## src/hdl/humidity_sensor_pulse_decoder_core_macros.svh

```systemverilog
// Assertion macros shared by the decoder modules.
// Both expect signals named clk and rst_n in the module that uses them.
`ifndef HUMIDITY_SENSOR_PULSE_DECODER_CORE_MACROS_SVH
`define HUMIDITY_SENSOR_PULSE_DECODER_CORE_MACROS_SVH

// The consequent holds in the same cycle as the antecedent.
`define HSPD_ASSERT_SAME(lbl, ante, cons, msg) \
    lbl: assert property (@(posedge clk) disable iff (!rst_n) (ante) |-> (cons)) \
        else $error(msg);

// The consequent holds in the cycle after the antecedent.
`define HSPD_ASSERT_NEXT(lbl, ante, cons, msg) \
    lbl: assert property (@(posedge clk) disable iff (!rst_n) (ante) |=> (cons)) \
        else $error(msg);

`endif

```

## src/hdl/hspd_pkg.sv

```systemverilog
package hspd_pkg;

    localparam int FRAME_W     = 40;
    localparam int COUNT_W     = 6;
    localparam int CFG_INDEX_W = 2;
    localparam int HUM_W       = 12;
    localparam int TC_W        = 13;
    localparam int TF_W        = 14;

    localparam logic [CFG_INDEX_W-1:0] CFG_BIT_THRESHOLD = 2'd0;
    localparam logic [CFG_INDEX_W-1:0] CFG_TIMEOUT_LIMIT = 2'd1;
    localparam logic [CFG_INDEX_W-1:0] CFG_MAX_EDGES     = 2'd2;

    localparam logic [7:0] BIT_THRESHOLD_RST = 8'd16;
    localparam logic [7:0] TIMEOUT_LIMIT_RST = 8'd255;
    localparam logic [7:0] MAX_EDGES_RST     = 8'd200;

    localparam logic REQ_SAMPLE = 1'b0;
    localparam logic REQ_START  = 1'b1;

    localparam logic [COUNT_W-1:0] FULL_BITS       = 6'd40;
    localparam logic [7:0]         FIRST_DATA_EDGE = 8'd4;

    localparam logic [15:0] HUM_LIMIT  = 16'd1000;
    localparam logic [14:0] TEMP_LIMIT = 15'd1250;

    // 5*F = 9*C + 1600, biased so the quotient stays non-negative, plus 2 to round.
    localparam logic signed [16:0] F_BIAS   = 17'sd26602;
    localparam logic [15:0]        RECIP5   = 16'd52429;
    localparam int                 RECIP_SH = 18;
    localparam logic [TF_W-1:0]    F_OFFSET = 14'd5000;

    typedef struct packed {
        logic [FRAME_W-1:0] frame;
        logic [COUNT_W-1:0] count;
        logic               tmo;
    } hspd_snap_t;

    typedef struct packed {
        logic [FRAME_W-1:0]    frame;
        logic [COUNT_W-1:0]    count;
        logic                  ok;
        logic                  valid;
        logic                  tmo;
        logic [HUM_W-1:0]      hum;
        logic signed [TC_W-1:0] tc;
    } hspd_dec_t;

endpackage

```

## src/hdl/hspd_if.sv

```systemverilog
interface hspd_in_if;
    logic valid;
    logic ready;
    logic req_type;
    logic pin_level;

    modport source (output valid, output req_type, output pin_level, input ready);
    modport sink (input valid, input req_type, input pin_level, output ready);
endinterface

interface hspd_cfg_if;
    logic                               valid;
    logic                               ready;
    logic [hspd_pkg::CFG_INDEX_W-1:0]   index;
    logic [7:0]                         data;

    modport source (output valid, output index, output data, input ready);
    modport sink (input valid, input index, input data, output ready);
endinterface

interface hspd_out_if;
    logic                               valid;
    logic                               ready;
    logic [hspd_pkg::FRAME_W-1:0]       raw_frame;
    logic [hspd_pkg::COUNT_W-1:0]       bits_received;
    logic                               checksum_ok;
    logic                               frame_valid;
    logic                               timed_out;
    logic [hspd_pkg::HUM_W-1:0]         humidity_tenths;
    logic signed [hspd_pkg::TC_W-1:0]   temp_c_tenths;
    logic signed [hspd_pkg::TF_W-1:0]   temp_f_tenths;

    modport source (
        output valid, output raw_frame, output bits_received, output checksum_ok,
        output frame_valid, output timed_out, output humidity_tenths,
        output temp_c_tenths, output temp_f_tenths, input ready
    );
    modport sink (
        input valid, input raw_frame, input bits_received, input checksum_ok,
        input frame_valid, input timed_out, input humidity_tenths,
        input temp_c_tenths, input temp_f_tenths, output ready
    );
endinterface

```

## src/hdl/humidity_sensor_pulse_decoder_core.sv

```systemverilog
// Path: the item that ends a read is registered, its state update goes into a snapshot
// register, byte decode into a decode register, Fahrenheit scaling into the output register.
// Throughput: one item per cycle; the output pipeline only stalls input when it is full.
// Reset: configuration returns to threshold 16, timeout 255, max edges 200, and the
// decoder returns to idle with an empty frame and no result pending.
`include "humidity_sensor_pulse_decoder_core_macros.svh"

module humidity_sensor_pulse_decoder_core (
    input  logic       clk,
    input  logic       rst_n,
    hspd_in_if.sink    item,
    hspd_cfg_if.sink   cfg,
    hspd_out_if.source result
);

    logic [7:0] bit_threshold_reg;
    logic [7:0] timeout_limit_reg;
    logic [7:0] max_edges_reg;

    logic a_valid_reg;
    logic a_req_reg;
    logic a_pin_reg;
    logic a_adv;

    logic                          busy_reg,        busy_next;
    logic                          last_level_reg,  last_level_next;
    logic [7:0]                    run_length_reg,  run_length_next;
    logic [7:0]                    edge_index_reg,  edge_index_next;
    logic [hspd_pkg::COUNT_W-1:0]  bit_count_reg,   bit_count_next;
    logic [hspd_pkg::FRAME_W-1:0]  frame_reg,       frame_next;

    logic [7:0]                    run_inc;
    logic [7:0]                    edge_inc;
    logic                          new_bit;
    logic                          shift_en;
    logic [hspd_pkg::FRAME_W-1:0]  frame_shifted;
    logic                          emit;
    logic                          emit_tmo;

    logic                 snap_valid;
    logic                 snap_ready;
    hspd_pkg::hspd_snap_t snap;

    assign cfg.ready = 1'b1;

    always_ff @(posedge clk or negedge rst_n)
    begin
        if (!rst_n)
        begin
            bit_threshold_reg <= hspd_pkg::BIT_THRESHOLD_RST;
            timeout_limit_reg <= hspd_pkg::TIMEOUT_LIMIT_RST;
            max_edges_reg     <= hspd_pkg::MAX_EDGES_RST;
        end
        else if (cfg.valid)
        begin
            unique case (cfg.index)
                hspd_pkg::CFG_BIT_THRESHOLD: bit_threshold_reg <= cfg.data;
                hspd_pkg::CFG_TIMEOUT_LIMIT: timeout_limit_reg <= cfg.data;
                hspd_pkg::CFG_MAX_EDGES:     max_edges_reg     <= cfg.data;
                default:                     ;
            endcase
        end
    end

    assign run_inc  = run_length_reg + 8'd1;
    assign edge_inc = edge_index_reg + 8'd1;
    assign new_bit  = run_length_reg > bit_threshold_reg;
    assign shift_en = (edge_index_reg >= hspd_pkg::FIRST_DATA_EDGE) && !edge_index_reg[0]
                      && (bit_count_reg < hspd_pkg::FULL_BITS);

    // Bit n goes into byte n/8, entering that byte from the right.
    always_comb
    begin
        frame_shifted = frame_reg;
        for (int k = 0; k < 5; k++)
        begin
            if (bit_count_reg[5:3] == 3'(k))
            begin
                frame_shifted[39-8*k -: 8] = {frame_reg[38-8*k -: 7], new_bit};
            end
        end
    end

    always_comb
    begin
        busy_next       = busy_reg;
        last_level_next = last_level_reg;
        run_length_next = run_length_reg;
        edge_index_next = edge_index_reg;
        bit_count_next  = bit_count_reg;
        frame_next      = frame_reg;
        emit            = 1'b0;
        emit_tmo        = 1'b0;

        if (a_valid_reg)
        begin
            if (a_req_reg == hspd_pkg::REQ_START)
            begin
                busy_next       = 1'b1;
                last_level_next = 1'b1;
                run_length_next = '0;
                edge_index_next = '0;
                bit_count_next  = '0;
                frame_next      = '0;
            end
            else if (busy_reg)
            begin
                if (a_pin_reg == last_level_reg)
                begin
                    run_length_next = run_inc;
                    if (run_inc == timeout_limit_reg)
                    begin
                        emit      = 1'b1;
                        emit_tmo  = 1'b1;
                        busy_next = 1'b0;
                    end
                end
                else
                begin
                    if (shift_en)
                    begin
                        frame_next     = frame_shifted;
                        bit_count_next = bit_count_reg + 6'd1;
                    end
                    edge_index_next = edge_inc;
                    last_level_next = a_pin_reg;
                    run_length_next = '0;
                    if (edge_inc == max_edges_reg)
                    begin
                        emit      = 1'b1;
                        busy_next = 1'b0;
                    end
                end
            end
        end
    end

    assign a_adv      = a_valid_reg && (!emit || snap_ready);
    assign item.ready = !a_valid_reg || a_adv;

    assign snap_valid = a_valid_reg && emit;
    assign snap.frame = frame_next;
    assign snap.count = bit_count_next;
    assign snap.tmo   = emit_tmo;

    always_ff @(posedge clk or negedge rst_n)
    begin
        if (!rst_n)
        begin
            a_valid_reg    <= 1'b0;
            busy_reg       <= 1'b0;
            last_level_reg <= 1'b1;
            run_length_reg <= '0;
            edge_index_reg <= '0;
            bit_count_reg  <= '0;
            frame_reg      <= '0;
        end
        else
        begin
            if (item.ready)
            begin
                a_valid_reg <= item.valid;
            end
            if (a_adv)
            begin
                busy_reg       <= busy_next;
                last_level_reg <= last_level_next;
                run_length_reg <= run_length_next;
                edge_index_reg <= edge_index_next;
                bit_count_reg  <= bit_count_next;
                frame_reg      <= frame_next;
            end
        end
    end

    always_ff @(posedge clk)
    begin
        if (item.valid && item.ready)
        begin
            a_req_reg <= item.req_type;
            a_pin_reg <= item.pin_level;
        end
    end

    hspd_result u_result (
        .clk        (clk),
        .rst_n      (rst_n),
        .snap_valid (snap_valid),
        .snap_ready (snap_ready),
        .snap       (snap),
        .result     (result)
    );

    `HSPD_ASSERT_SAME(a_count_range, 1'b1, bit_count_reg <= hspd_pkg::FULL_BITS, "bit count beyond forty")
    `HSPD_ASSERT_NEXT(a_start_clears, a_adv && a_req_reg == hspd_pkg::REQ_START, busy_reg && bit_count_reg == '0 && frame_reg == '0 && edge_index_reg == '0, "start did not clear the read")
    `HSPD_ASSERT_SAME(a_idle_silent, a_valid_reg && a_req_reg == hspd_pkg::REQ_SAMPLE && !busy_reg, !snap_valid, "result raised while idle")

endmodule

```

## src/hdl/hspd_result.sv

```systemverilog
`include "humidity_sensor_pulse_decoder_core_macros.svh"

module hspd_result (
    input  logic                 clk,
    input  logic                 rst_n,
    input  logic                 snap_valid,
    output logic                 snap_ready,
    input  hspd_pkg::hspd_snap_t snap,
    hspd_out_if.source           result
);

    logic                 b_valid_reg;
    hspd_pkg::hspd_snap_t b_snap_reg;
    logic                 c_valid_reg;
    hspd_pkg::hspd_dec_t  c_dec_reg;
    logic                 d_valid_reg;

    logic b_free;
    logic c_free;
    logic d_free;

    logic [7:0]                      d0, d1, d2, d3, d4;
    logic [9:0]                      byte_sum;
    logic [15:0]                     hum_raw;
    logic [14:0]                     mag_raw;
    logic [hspd_pkg::HUM_W-1:0]      hum_alt;
    logic [hspd_pkg::HUM_W-1:0]      mag_alt;
    logic [hspd_pkg::HUM_W-1:0]      mag;
    hspd_pkg::hspd_dec_t             dec_next;

    logic signed [16:0]              tc_ext;
    logic signed [16:0]              f_scaled;
    logic [31:0]                     f_prod;
    logic [hspd_pkg::TF_W-1:0]       tf_next;

    assign d_free     = !d_valid_reg || result.ready;
    assign c_free     = !c_valid_reg || d_free;
    assign b_free     = !b_valid_reg || c_free;
    assign snap_ready = b_free;

    assign d0 = b_snap_reg.frame[39:32];
    assign d1 = b_snap_reg.frame[31:24];
    assign d2 = b_snap_reg.frame[23:16];
    assign d3 = b_snap_reg.frame[15:8];
    assign d4 = b_snap_reg.frame[7:0];

    always_comb
    begin
        byte_sum = {2'b00, d0} + {2'b00, d1} + {2'b00, d2} + {2'b00, d3};
        hum_raw  = {d0, d1};
        mag_raw  = {d2[6:0], d3};
        hum_alt  = ({4'b0000, d0} << 3) + ({4'b0000, d0} << 1);
        mag_alt  = ({4'b0000, d2} << 3) + ({4'b0000, d2} << 1);

        dec_next.frame = b_snap_reg.frame;
        dec_next.count = b_snap_reg.count;
        dec_next.tmo   = b_snap_reg.tmo;
        dec_next.ok    = (d4 == byte_sum[7:0]);
        dec_next.valid = dec_next.ok && (b_snap_reg.count == hspd_pkg::FULL_BITS);

        if (hum_raw > hspd_pkg::HUM_LIMIT)
        begin
            dec_next.hum = hum_alt;
        end
        else
        begin
            dec_next.hum = hum_raw[11:0];
        end

        if (mag_raw > hspd_pkg::TEMP_LIMIT)
        begin
            mag = mag_alt;
        end
        else
        begin
            mag = mag_raw[11:0];
        end

        if (d2[7])
        begin
            dec_next.tc = -$signed({1'b0, mag});
        end
        else
        begin
            dec_next.tc = $signed({1'b0, mag});
        end

        if (!dec_next.valid)
        begin
            dec_next.hum = '0;
            dec_next.tc  = '0;
        end
    end

    always_comb
    begin
        tc_ext   = {{4{c_dec_reg.tc[12]}}, c_dec_reg.tc};
        f_scaled = (tc_ext <<< 3) + tc_ext + hspd_pkg::F_BIAS;
        f_prod   = 32'(f_scaled[15:0]) * 32'(hspd_pkg::RECIP5);
        if (c_dec_reg.valid)
        begin
            tf_next = f_prod[31:hspd_pkg::RECIP_SH] - hspd_pkg::F_OFFSET;
        end
        else
        begin
            tf_next = '0;
        end
    end

    always_ff @(posedge clk or negedge rst_n)
    begin
        if (!rst_n)
        begin
            b_valid_reg <= 1'b0;
            c_valid_reg <= 1'b0;
            d_valid_reg <= 1'b0;
        end
        else
        begin
            if (b_free)
            begin
                b_valid_reg <= snap_valid;
            end
            if (c_free)
            begin
                c_valid_reg <= b_valid_reg;
            end
            if (d_free)
            begin
                d_valid_reg <= c_valid_reg;
            end
        end
    end

    always_ff @(posedge clk)
    begin
        if (b_free && snap_valid)
        begin
            b_snap_reg <= snap;
        end
        if (c_free && b_valid_reg)
        begin
            c_dec_reg <= dec_next;
        end
        if (d_free && c_valid_reg)
        begin
            result.raw_frame       <= c_dec_reg.frame;
            result.bits_received   <= c_dec_reg.count;
            result.checksum_ok     <= c_dec_reg.ok;
            result.frame_valid     <= c_dec_reg.valid;
            result.timed_out       <= c_dec_reg.tmo;
            result.humidity_tenths <= c_dec_reg.hum;
            result.temp_c_tenths   <= c_dec_reg.tc;
            result.temp_f_tenths   <= $signed(tf_next);
        end
    end

    assign result.valid = d_valid_reg;

    `HSPD_ASSERT_SAME(a_valid_needs_full, d_valid_reg && result.frame_valid, result.bits_received == hspd_pkg::FULL_BITS && result.checksum_ok, "valid frame without forty bits and good checksum")
    `HSPD_ASSERT_SAME(a_invalid_zero, d_valid_reg && !result.frame_valid, result.humidity_tenths == '0 && result.temp_c_tenths == '0 && result.temp_f_tenths == '0, "readings not cleared on invalid frame")
    `HSPD_ASSERT_SAME(a_f_above_freeze, d_valid_reg && result.frame_valid && result.temp_c_tenths >= 0, result.temp_f_tenths >= 14'sd320, "Fahrenheit below freezing for non-negative Celsius")

endmodule

```

## src/flat_wrapper.sv

```systemverilog
// flat-port wrapper written by rule: the top's interface ports become plain ports
module humidity_sensor_pulse_decoder_core_flat 
  (clk, rst_n, item_valid, item_req_type, item_pin_level, item_ready, cfg_valid, cfg_index, cfg_data, cfg_ready, result_valid, result_raw_frame, result_bits_received, result_checksum_ok, result_frame_valid, result_timed_out, result_humidity_tenths, result_temp_c_tenths, result_temp_f_tenths, result_ready);
  hspd_in_if item_i ();
  hspd_cfg_if cfg_i ();
  hspd_out_if result_i ();
  input  logic clk;
  input  logic rst_n;
  input wire logic [$bits(item_i.valid)-1:0] item_valid;
  input wire logic [$bits(item_i.req_type)-1:0] item_req_type;
  input wire logic [$bits(item_i.pin_level)-1:0] item_pin_level;
  output wire logic [$bits(item_i.ready)-1:0] item_ready;
  input wire logic [$bits(cfg_i.valid)-1:0] cfg_valid;
  input wire logic [$bits(cfg_i.index)-1:0] cfg_index;
  input wire logic [$bits(cfg_i.data)-1:0] cfg_data;
  output wire logic [$bits(cfg_i.ready)-1:0] cfg_ready;
  output wire logic [$bits(result_i.valid)-1:0] result_valid;
  output wire logic [$bits(result_i.raw_frame)-1:0] result_raw_frame;
  output wire logic [$bits(result_i.bits_received)-1:0] result_bits_received;
  output wire logic [$bits(result_i.checksum_ok)-1:0] result_checksum_ok;
  output wire logic [$bits(result_i.frame_valid)-1:0] result_frame_valid;
  output wire logic [$bits(result_i.timed_out)-1:0] result_timed_out;
  output wire logic [$bits(result_i.humidity_tenths)-1:0] result_humidity_tenths;
  output wire logic [$bits(result_i.temp_c_tenths)-1:0] result_temp_c_tenths;
  output wire logic [$bits(result_i.temp_f_tenths)-1:0] result_temp_f_tenths;
  input wire logic [$bits(result_i.ready)-1:0] result_ready;
  assign item_i.valid = item_valid;
  assign item_i.req_type = item_req_type;
  assign item_i.pin_level = item_pin_level;
  assign item_ready = item_i.ready;
  assign cfg_i.valid = cfg_valid;
  assign cfg_i.index = cfg_index;
  assign cfg_i.data = cfg_data;
  assign cfg_ready = cfg_i.ready;
  assign result_valid = result_i.valid;
  assign result_raw_frame = result_i.raw_frame;
  assign result_bits_received = result_i.bits_received;
  assign result_checksum_ok = result_i.checksum_ok;
  assign result_frame_valid = result_i.frame_valid;
  assign result_timed_out = result_i.timed_out;
  assign result_humidity_tenths = result_i.humidity_tenths;
  assign result_temp_c_tenths = result_i.temp_c_tenths;
  assign result_temp_f_tenths = result_i.temp_f_tenths;
  assign result_i.ready = result_ready;
  humidity_sensor_pulse_decoder_core u_core (.clk(clk), .rst_n(rst_n), .item(item_i), .cfg(cfg_i), .result(result_i));
endmodule
```

## config.mk

```make
export PLATFORM = sky130hd
export DESIGN_NAME = humidity_sensor_pulse_decoder_core_flat
export DESIGN_NICKNAME = d
export VERILOG_FILES = /design/src/hdl/hspd_pkg.sv /design/src/hdl/hspd_if.sv /design/src/hdl/humidity_sensor_pulse_decoder_core.sv /design/src/hdl/hspd_result.sv /design/src/flat_wrapper.sv
export VERILOG_INCLUDE_DIRS = /design/src /design/src/hdl
export SDC_FILE = /design/constraint.sdc
export NUM_CORES = 1
export LEC_CHECK = 0
export BUFFER_PORTS_ARGS = -buffer_cell sky130_fd_sc_hd__buf_4
export CAP_MARGIN = 20
export CORE_ASPECT_RATIO = 1.1
export CORE_UTILIZATION = 35
export DETAILED_ROUTE_END_ITERATION = 12
export PLACE_DENSITY = 0.58
export SLEW_MARGIN = 20
export SYNTH_ARGS = -nofsm -noshare
export SYNTH_HDL_FRONTEND = slang
export SYNTH_SLANG_ARGS = --single-unit
export TNS_END_PERCENT = 50
```

## constraint.sdc

```tcl
create_clock -name clk -period 22.3 [get_ports clk]
set_clock_uncertainty 0.1 [all_clocks]
set_input_delay 2.23 -clock clk [delete_from_list [all_inputs] [get_ports clk]]
set_output_delay 2.23 -clock clk [all_outputs]
set_load 0.02 [all_outputs]
```

Word level (Yosys, flattened, before mapping)

Cells that the tools add are included.

Register bits: 303
Output and inout bits: 91
Input bits: 17

Add/sub/neg operators: 12
$mul: 1
Equal/unequal tests: 12
Muxes and demuxes: 38
Reduce and logical (&&, ||, !) cells: 31
Order comparisons: 5
Bitwise operators: 3

Operator list:

| cell                                                                                 | number |
|---|---|
| 40-bit two-way mux                                                                   | 5 |
| 8-bit two-way mux                                                                    | 11 |
| 12-bit two-way mux                                                                   | 3 |
| 16-bit by 16-bit multiplier with 32-bit output (second input constant)               | 1 |
| 6-bit two-way mux                                                                    | 5 |
| 11-bit by 9-bit adder with 12-bit output                                             | 2 |
| 8-bit adder                                                                          | 3 |
| 8-bit equality test                                                                  | 3 |
| 16-bit by 13-bit adder with 16-bit output                                            | 1 |
| 16-bit adder (second input constant)                                                 | 1 |
| 8-bit by 1-bit adder with 8-bit output (second input constant)                       | 2 |
| 16-bit by 10-bit > comparator with 1-bit output (second input constant)              | 1 |
| 15-bit by 11-bit > comparator with 1-bit output (second input constant)              | 1 |
| 1-bit two-way mux                                                                    | 14 |
| 14-bit by 13-bit subtractor with 14-bit output (second input constant)               | 1 |
| 12-bit negator with 13-bit output                                                    | 1 |
| 2-bit AND reduction                                                                  | 5 |
| 1-bit logical AND                                                                    | 9 |
| 8-bit by 3-bit greater-or-equal comparator with 1-bit output (second input constant) | 1 |
| 8-bit > comparator                                                                   | 1 |
| 6-bit by 1-bit adder with 6-bit output (second input constant)                       | 1 |
| 3-bit by 2-bit equality test with 1-bit output (second input constant)               | 2 |
| 6-bit equality test (second input constant)                                          | 1 |
| 1-bit logical NOT                                                                    | 6 |
| 15 further kinds                                                                     | 21 |

Logic depth before layout (Yosys ltp)

Gate-level depths: netlist (run 1).

Depth in word-level cells: 12
Gate-level depth with buffers: 38
Mapped depth without buffers: 37

Hierarchy

Synthesis (run 1) repeated with hierarchy kept, for this count alone.

Cell total of the unflattened synthesis: 1587
Area total of the unflattened synthesis: 19228.4 µm²

Modules (own cells, without submodules):

| module                             | area each (µm²) | cells each | times used | sequential area each (µm²) |
|---|---|---|---|---|
| hspd_result                        | 14033.5         | 1105       | 1          | 6351.1 |
| humidity_sensor_pulse_decoder_core | 5195.0          | 482        | 1          | 2303.5 |

Worst setup path after synthesis (run 1)

No wires, ideal clock.

Path kind: register -> register
Start: register u_core.u_result.c_dec_reg[1] in the netlist's numbering
End: register u_core.u_result.result.temp_f_tenths[13] (data pin)
Stages on the path, launching flop included: 37
Buffers on the path: 1
Library setup time: 0.262 ns
Data required time: 21.938 ns
Path slack: 13.018 ns
Data arrival time: 8.919 ns
Cells stage by stage: edfxtp_1 > ha_1 > ha_1 > and3b_1 > o21a_1 > o21ai_0 > a21boi_0 > o21ai_0 > a21o_1 > a21oi_1 > or2_2 > a311oi_1 > ha_1 > ha_1 > inv_1 > fa_1 > inv_1 > fa_1 > fa_1 > inv_1 > fa_1 > inv_1 > ha_1 > and3_1 > and3_1 > and4_1 > or3_1 > buf_2 > and3_1 > nor2_1 > inv_1 > ha_1 > and3_1 > mux2_2 > nor4_1 > a22oi_1 > mux2i_1

Longest elaborated chain between the ends: 4

Ends and longest elaborated chain:

| item                                           | line               | text |
|---|---|---|
| start: declaration                             | hspd_result.sv:15  | `hspd_pkg::hspd_dec_t c_dec_reg;` |
| start signal: assignment                       | hspd_result.sv:143 | `c_dec_reg <= dec_next;` |
| 16-bit by 13-bit adder with 16-bit output      | hspd_result.sv:98  | `f_scaled = (tc_ext <<< 3) + tc_ext + hspd_pkg::F_BIAS;` |
| 16-bit adder                                   | hspd_result.sv:98  |  |
| 16-bit by 16-bit multiplier with 32-bit output | hspd_result.sv:99  | `f_prod = 32'(f_scaled[15:0]) * 32'(hspd_pkg::RECIP5);` |
| 14-bit by 13-bit subtractor with 14-bit output | hspd_result.sv:102 | `tf_next = f_prod[31:hspd_pkg::RECIP_SH] - hspd_pkg::F_OFFSET;` |
| end signal: assignment                         | hspd_result.sv:154 | `result.temp_f_tenths <= $signed(tf_next);` |
| end: declaration                               | hspd_if.sv:36      | `output temp_c_tenths, output temp_f_tenths, input ready` |

Every way passes these cells.
A chain may end at the register's enable or synchronous reset.

Worst setup path after layout (run 1)

Ends and elaborated chain as after synthesis.

==> results of run 1 <==
## area by class of cell
class                   count  share of cell area [%]
clock buffers              41                   4.152
clock inverters            23                   1.623
inverters                 245                   4.157
multi-input cells        1052                   42.89
flip-flops and latches    303                   39.13
well taps                 728                   4.118
repair buffers            116                   3.937
## cells by family after synthesis
family / count (synthesis) / share of synthesized area, %
and+or+nand+nor: 304 / 7.918
adders and majority gates: 285 / 22.33
buffers and inverters: 289 / 5.784
other: 1 / 0.01950
DFF: 303 / 45.00
AOI/OAI and AO/OA: 336 / 12.77
muxes: 43 / 2.401
xor gates and xnor gates: 83 / 3.780
## power by group through the flow
stage	Combinational [mW]	Clock, mW	Sequential [mW]
2_1_floorplan	0.166	0	0.645
3_3_place_gp	0.208	0	0.653
3_5_place_dp	0.213	0	0.653
4_1_cts	0.215	0.651	0.642
5_1_grt	0.239	0.672	0.645
6_report	0.214	0.631	0.642
## final timing paths
| path | endpoint | from | cells past startpoint |
|---|---|---|---|
| hold / removal | u_core.u_result.result.raw_frame[2] | u_core.u_result.c_dec_reg[36] | 0 |
| setup reg to reg | u_core.u_result.result.temp_f_tenths[13] | u_core.u_result.c_dec_reg[1] | 35 |
| min in group asynchronous | u_core.frame_reg[25] | rst_n | 1 |
| max in group asynchronous | u_core.frame_reg[6] | rst_n | 2 |
| hold reg to reg | u_core.u_result.result.raw_frame[2] | u_core.u_result.c_dec_reg[36] | 0 |
| setup / recovery | u_core.u_result.result.temp_f_tenths[13] | u_core.u_result.c_dec_reg[1] | 35 |
## routing by layer
metal | wire, um | vias to the layer above | track usage (%)
li1 | - | 6074 | -
met1 | 17800 | 6103 | 18.74
met2 | 22360 | 248 | 28.68
met3 | 1700 | 81 | 2.439
met4 | 1390 | 0 | 5.982
met5 | 0 | - | 0
## cells in the final DEF, fill, tap and decap left out, types with 6 or more instances in the layout
cell	synthesis	routed
a22o_1	41	41
mux2_2	25	25
xnor2_1	52	52
ha_1	188	188
nand4_1	6	6
nand3_1	28	28
o21ai_0	56	56
xor2_1	31	31
a21o_1	18	18
o21bai_1	7	7
clkbuf_16	0	35
a31oi_1	7	7
o31ai_1	8	7
a21oi_1	49	49
buf_4	3	116
nor4_1	8	8
dfrtp_1	79	79
a22oi_1	42	42
nor2b_1	10	8
and3_1	13	13
nor3b_1	7	7
nor2_1	82	82
o2bb2ai_1	48	48
bufinv_16	0	7
or2_2	10	10
nand2b_1	12	12
nor3_1	20	20
inv_1	245	245
fa_1	97	97
or3_1	13	13
nand3b_1	7	7
mux2i_1	18	18
a211oi_1	9	9
edfxtp_1	211	211
o21a_1	7	7
nand2_1	67	67
dfstp_2	13	13
## worst reg2reg max path, delay by kind of cell, from the launching register on
family | cells | cell delay [ps]
adders and majority gates | 10 | 3980
and+or+nand+nor | 8 | 1900
AOI/OAI and AO/OA | 9 | 1830
DFF | 1 | 480
muxes | 2 | 440
xor gates and xnor gates | 1 | 430
buffers and inverters | 5 | 250
==> run_results.csv, run 1 <==
group,metric,value,unit
synthesis,ys_ff_latch,303,
global_route,grt_overflow_total,0,
placement,hpwl,33290,um
critical_path,crit_arrival,9840,ps
sta,drv_slew,0,
cells_and_area,drive_gt1_share,13.31,%
critical_path,endpoint_kind,"flip-flop",
placement,placed_area,20840,um2
sta,layout_worst_path_cycle_share,43.27,%
cells_and_area,stdcell_area,22120,um2
critical_path,timing.reg2reg.setup_slack,12650,ps
cells_and_area,final_util,40.96,%
power_and_ir_drop,clkPwrFrac,42.4,%
placement,place_ws,12640,ps
sta,setup_viol,0,
global_route,grt_start_max_net_pins,71,
floorplan,dieWidth,225.5,um
cells_and_area,diodes,0,
synthesis,syn_avg_cell_area,11.70,um2
synthesis,synth_most_common_cell,"inv_1",
critical_path,critical-path-slowest-cell,"fa_1",
floorplan,core_area,54010,um2
synthesis,synthCells,1644,
critical_path,path_buf_inv,5,
synthesis,ys_warn_count,0,
routing,ant_nets,0,
power_and_ir_drop,power,1.487,mW
power_and_ir_drop,peakVddDrop,0.06110,mV
cts,clkTransAtPathRegs,60,ps
floorplan,io_pins,108,
cells_and_area,multiInputGateArea,9487,um2
global_route,grt_pass1_wl,68450,um
synthesis,async_flop_share,30.36,%
routing,num_vias,12510,
routing,wl_per_cell,17.25,um
critical_path,cp_max_fo,8,
cells_and_area,regArea,8655,um2
cts,clkLatencyLatePin,570,ps
power_and_ir_drop,intPower,1.091,mW
synthesis,synth_top_area_share,32.95,%
routing,via_per_inst,4.986,
sta,fin_hold_ws,282.8,ps
cts,clock-root-buffer,"clkbuf_16",
critical_path,max_stage_delay,540,ps
cts,hold_buffers,0,
synthesis,synth-edff-count,211,
synthesis,synth_top_cells_by_count,"245 x inv_1, 211 x edfxtp_1, 188 x ha_1",
power_and_ir_drop,p_sw_share,26.59,%
sta,rsz0062_at_grt,"false",
cells_and_area,area_delta_synth_final,15.02,%
cells_and_area,fill_cells,5144,
routing,drt_iter0_drc,574,
placement,dp_cells,2444,
synthesis,netlist_area,19230,um2
outcome,status,"completed",
cts,cts_setup_buffers,0,
sta,fmax,103.6,MHz
power_and_ir_drop,p_seq_share,43.2,%
routing,drt_first_pass_iters,5,
synthesis,synth_top_cell_by_area,"edfxtp_1",
critical_path,required,22490,ps
min_path,hp-class,"reg2reg",
cts,cts-buffers-inserted,35,
synthesis,synth_nets,1946,
synthesis,synthTopCellsByArea,"edfxtp_1 33%, ha_1 12%, dfrtp_1 10%",
critical_path,crit_type,"reg2reg",
floorplan,die_y,247.8,um
cts,cts_tree,"yes",
cells_and_area,largest_reg_flops,74,
critical_path,path_common_cell,"ha_1",
placement,place.gp.congestion,0.8898,
critical_path,critical_path.top_delay_family,"adder cells",
sta,slew_headroom,25.13,%
flow_run,cap_violations,0,
power_and_ir_drop,p_switching,0.3953,mW
global_route,grt_pass1_vias,12810,
global_route,antenna_found_initial,0,
floorplan,start_util,35.61,%
cells_and_area,final_cells,2508,
cells_and_area,layout.nets,2055,
synthesis,yosysSeqAreaShare,45.00,%
sta,post-route-min-period,9648,ps
sta,hold_viol,0,
global_route,gr-usage-all-layers,15.81,%
floorplan,num_rows,89,
sta,timing_worst_slew_pin_value,1109,ps
power_and_ir_drop,p_per_area,67.21,nW/um2
cts,cts-resized-gates,0,
critical_path,crit_path_start_kind,"flip-flop",
routing,finalWirelength,43250,um
routing,drc_errors,0,
synthesis,synthFlopType,"edfxtp_1",
power_and_ir_drop,combPwrFrac,14.4,%
sta,worst_slack,12650,ps
sta,fin_tns_setup,0,ps
placement,port_buffers,106,
synthesis,ys_types,76,
floorplan,die_area,55890,um2
cts,cts-htree-levels,2,
power_and_ir_drop,p_leak,9.403,nW
cts,clkSinkCount,303,
cts,clk_path_buf_depth,3,
No activity file was read; power rests on OpenSTA's default activity.
==> run 2: changes to the inputs <==
- clock period: 22.3 -> 9.12 ns (I/O delays scaled with it)
==> run_results.csv, run 2 (synthesis results as in run 1) <==
group,metric,value,unit
cells_and_area,area_delta_synth_final,15.46,%
cells_and_area,layout_commonest_cell,"inv_1",
flow_run,cap_violations,0,
cts,cts_tree,"yes",
routing,ant_nets,0,
cts,clkSinkCount,303,
critical_path,crit_type,"reg2reg",
placement,dp_cells,2454,
floorplan,dieWidth,225.5,um
floorplan,die_y,247.8,um
cts,cts-buffers-inserted,36,
routing,finalWirelength,43970,um
sta,fin_hold_ws,177.0,ps
critical_path,cp_max_fo,4,
sta,timing_worst_slew_pin_value,1000,ps
critical_path,critical-path-slowest-cell,"fa_1",
floorplan,io_pins,108,
floorplan,start_util,35.61,%
global_route,gr-usage-all-layers,15.94,%
placement,port_buffers,106,
routing,drc_errors,0,
cts,clkLatencyLatePin,590,ps
routing,drt_first_pass_iters,5,
power_and_ir_drop,peakVddDrop,0.1376,mV
outcome,status,"completed",
routing,wl_per_cell,17.42,um
cts,hold_buffers,0,
cts,clock-root-buffer,"clkbuf_16",
sta,post-route-min-period,8762,ps
cells_and_area,drive_gt1_share,14.64,%
floorplan,num_rows,89,
routing,num_vias,12610,
critical_path,required,9330,ps
cells_and_area,layout.nets,2071,
critical_path,max_stage_delay,550,ps
global_route,antenna_found_initial,0,
critical_path,endpoint_kind,"flip-flop",
global_route,grt_start_max_net_pins,74,
cts,clk_path_buf_depth,3,
sta,slew_headroom,33.34,%
sta,layout_worst_path_cycle_share,96.07,%
floorplan,core_area,54010,um2
placement,place.gp.congestion,0.9084,
power_and_ir_drop,p_leak,9.441,nW
sta,drv_slew,0,
cells_and_area,diodes,0,
sta,setup_viol,0,
cts,clkTransAtPathRegs,60,ps
global_route,grt_pass1_wl,69390,um
cells_and_area,final_util,41.11,%
sta,hold_viol,0,
power_and_ir_drop,p_per_area,157.3,nW/um2
global_route,grt_overflow_total,0,
cts,cts-htree-levels,2,
cells_and_area,final_cell_mix,"245 x inv_1, 211 x edfxtp_1, 187 x ha_1",
routing,via_per_inst,4.995,
sta,fmax,114.1,MHz
routing,drt_iter0_drc,662,
placement,hpwl,33610,um
global_route,grt_pass1_vias,12750,
critical_path,crit_path_start_kind,"flip-flop",
cells_and_area,final_cells,2524,
cells_and_area,fill_cells,5140,
critical_path,crit_arrival,8970,ps
floorplan,die_area,55890,um2
cells_and_area,largest_reg_flops,74,
power_and_ir_drop,power,3.492,mW
min_path,hp-class,"in2async",
-- run 2: cell types whose count changed in the layout (fill, tap and decap cells not counted), moves of 2 or more --
| cell | delta |
|---|---|
| bufinv_16 | -6 |
| buf_4 | +15 |
| a21oi_1 | -4 |
| o21ai_1 | +3 |
| a21oi_2 | +4 |
| clkinv_16 | +2 |
| clkbuf_8 | -2 |
| clkinv_1 | +2 |
| clkinv_2 | +6 |
| o21ai_0 | -4 |
-- run 2: power breakdown --
group          internal (mW)  switching, mW  total, mW
Combinational          0.220          0.309      0.529
Clock                  0.776          0.616       1.39
Sequential              1.52         0.0540       1.57
Total                   2.51          0.979       3.49
-- run 2: worst max-delay path: cells and delay by family, from the launching register on --
kind / cells / cell delay (ps)
adder cells (fa/ha/maj): 10 / 3750
flip-flops: 1 / 430
AND/OR/NAND/NOR: 10 / 2180
buffers and inverters: 5 / 270
AO/OA/AOI/OAI: 8 / 1310
multiplexers: 2 / 450
-- run 2: repair_timing --
item | in CTS | in global routing
resized for setup | 0 | 18
endpoints found under the setup margin | 0 | 9
setup buffers | 0 | 5
endpoints found under the hold margin | 0 | 0
-- run 2: routing by layer --
metal | GRT usage (%) | vias to the layer above | routed length [um]
li1 | - | 6092 | -
met1 | 19.30 | 6216 | 18600
met2 | 28.24 | 217 | 22410
met3 | 2.297 | 82 | 1445
met4 | 6.743 | 0 | 1516
met5 | 0 | - | 0
-- run 2: worst paths after layout --
check	end	start	slack, ps	cells after the start
min in group clk	u_core.u_result.result.raw_frame[26]	u_core.u_result.c_dec_reg[60]	290	0
setup / recovery	u_core.u_result.result.temp_f_tenths[13]	u_core.u_result.c_dec_reg[4]	360	35
max in group asynchronous	u_core.frame_reg[14]	rst_n	7560	2
hold / removal	u_core.bit_threshold_reg[7]	rst_n	180	1
hold reg to reg	u_core.u_result.result.raw_frame[26]	u_core.u_result.c_dec_reg[60]	290	0
setup reg to reg	u_core.u_result.result.temp_f_tenths[13]	u_core.u_result.c_dec_reg[4]	360	35
-- run 2: area by class of cell --
| cell class | count | area, um2 | area share (%) |
|---|---|---|---|
| Tap cell | 728 | 910.9 | 4.102 |
| Inverter | 245 | 919.6 | 4.142 |
| Clock inverter | 24 | 241.5 | 1.088 |
| Clock buffer | 41 | 919.6 | 4.142 |
| Multi-Input combinational cell | 1052 | 9574 | 43.12 |
| Sequential cell | 303 | 8655 | 38.98 |
| Timing Repair Buffer | 131 | 983.4 | 4.429 |
-- run 2: metrics by stage --
stage	area [um2]	setup slack [ps]	setup TNS, ps
2_1_floorplan	19240	135.1	0
3_3_place_gp	20920	207.5	0
3_5_place_dp	20920	47.35	0
4_1_cts	22080	6.627	0
5_1_grt	22200	-24.93	-42.18
6_report	22200	358.2	0
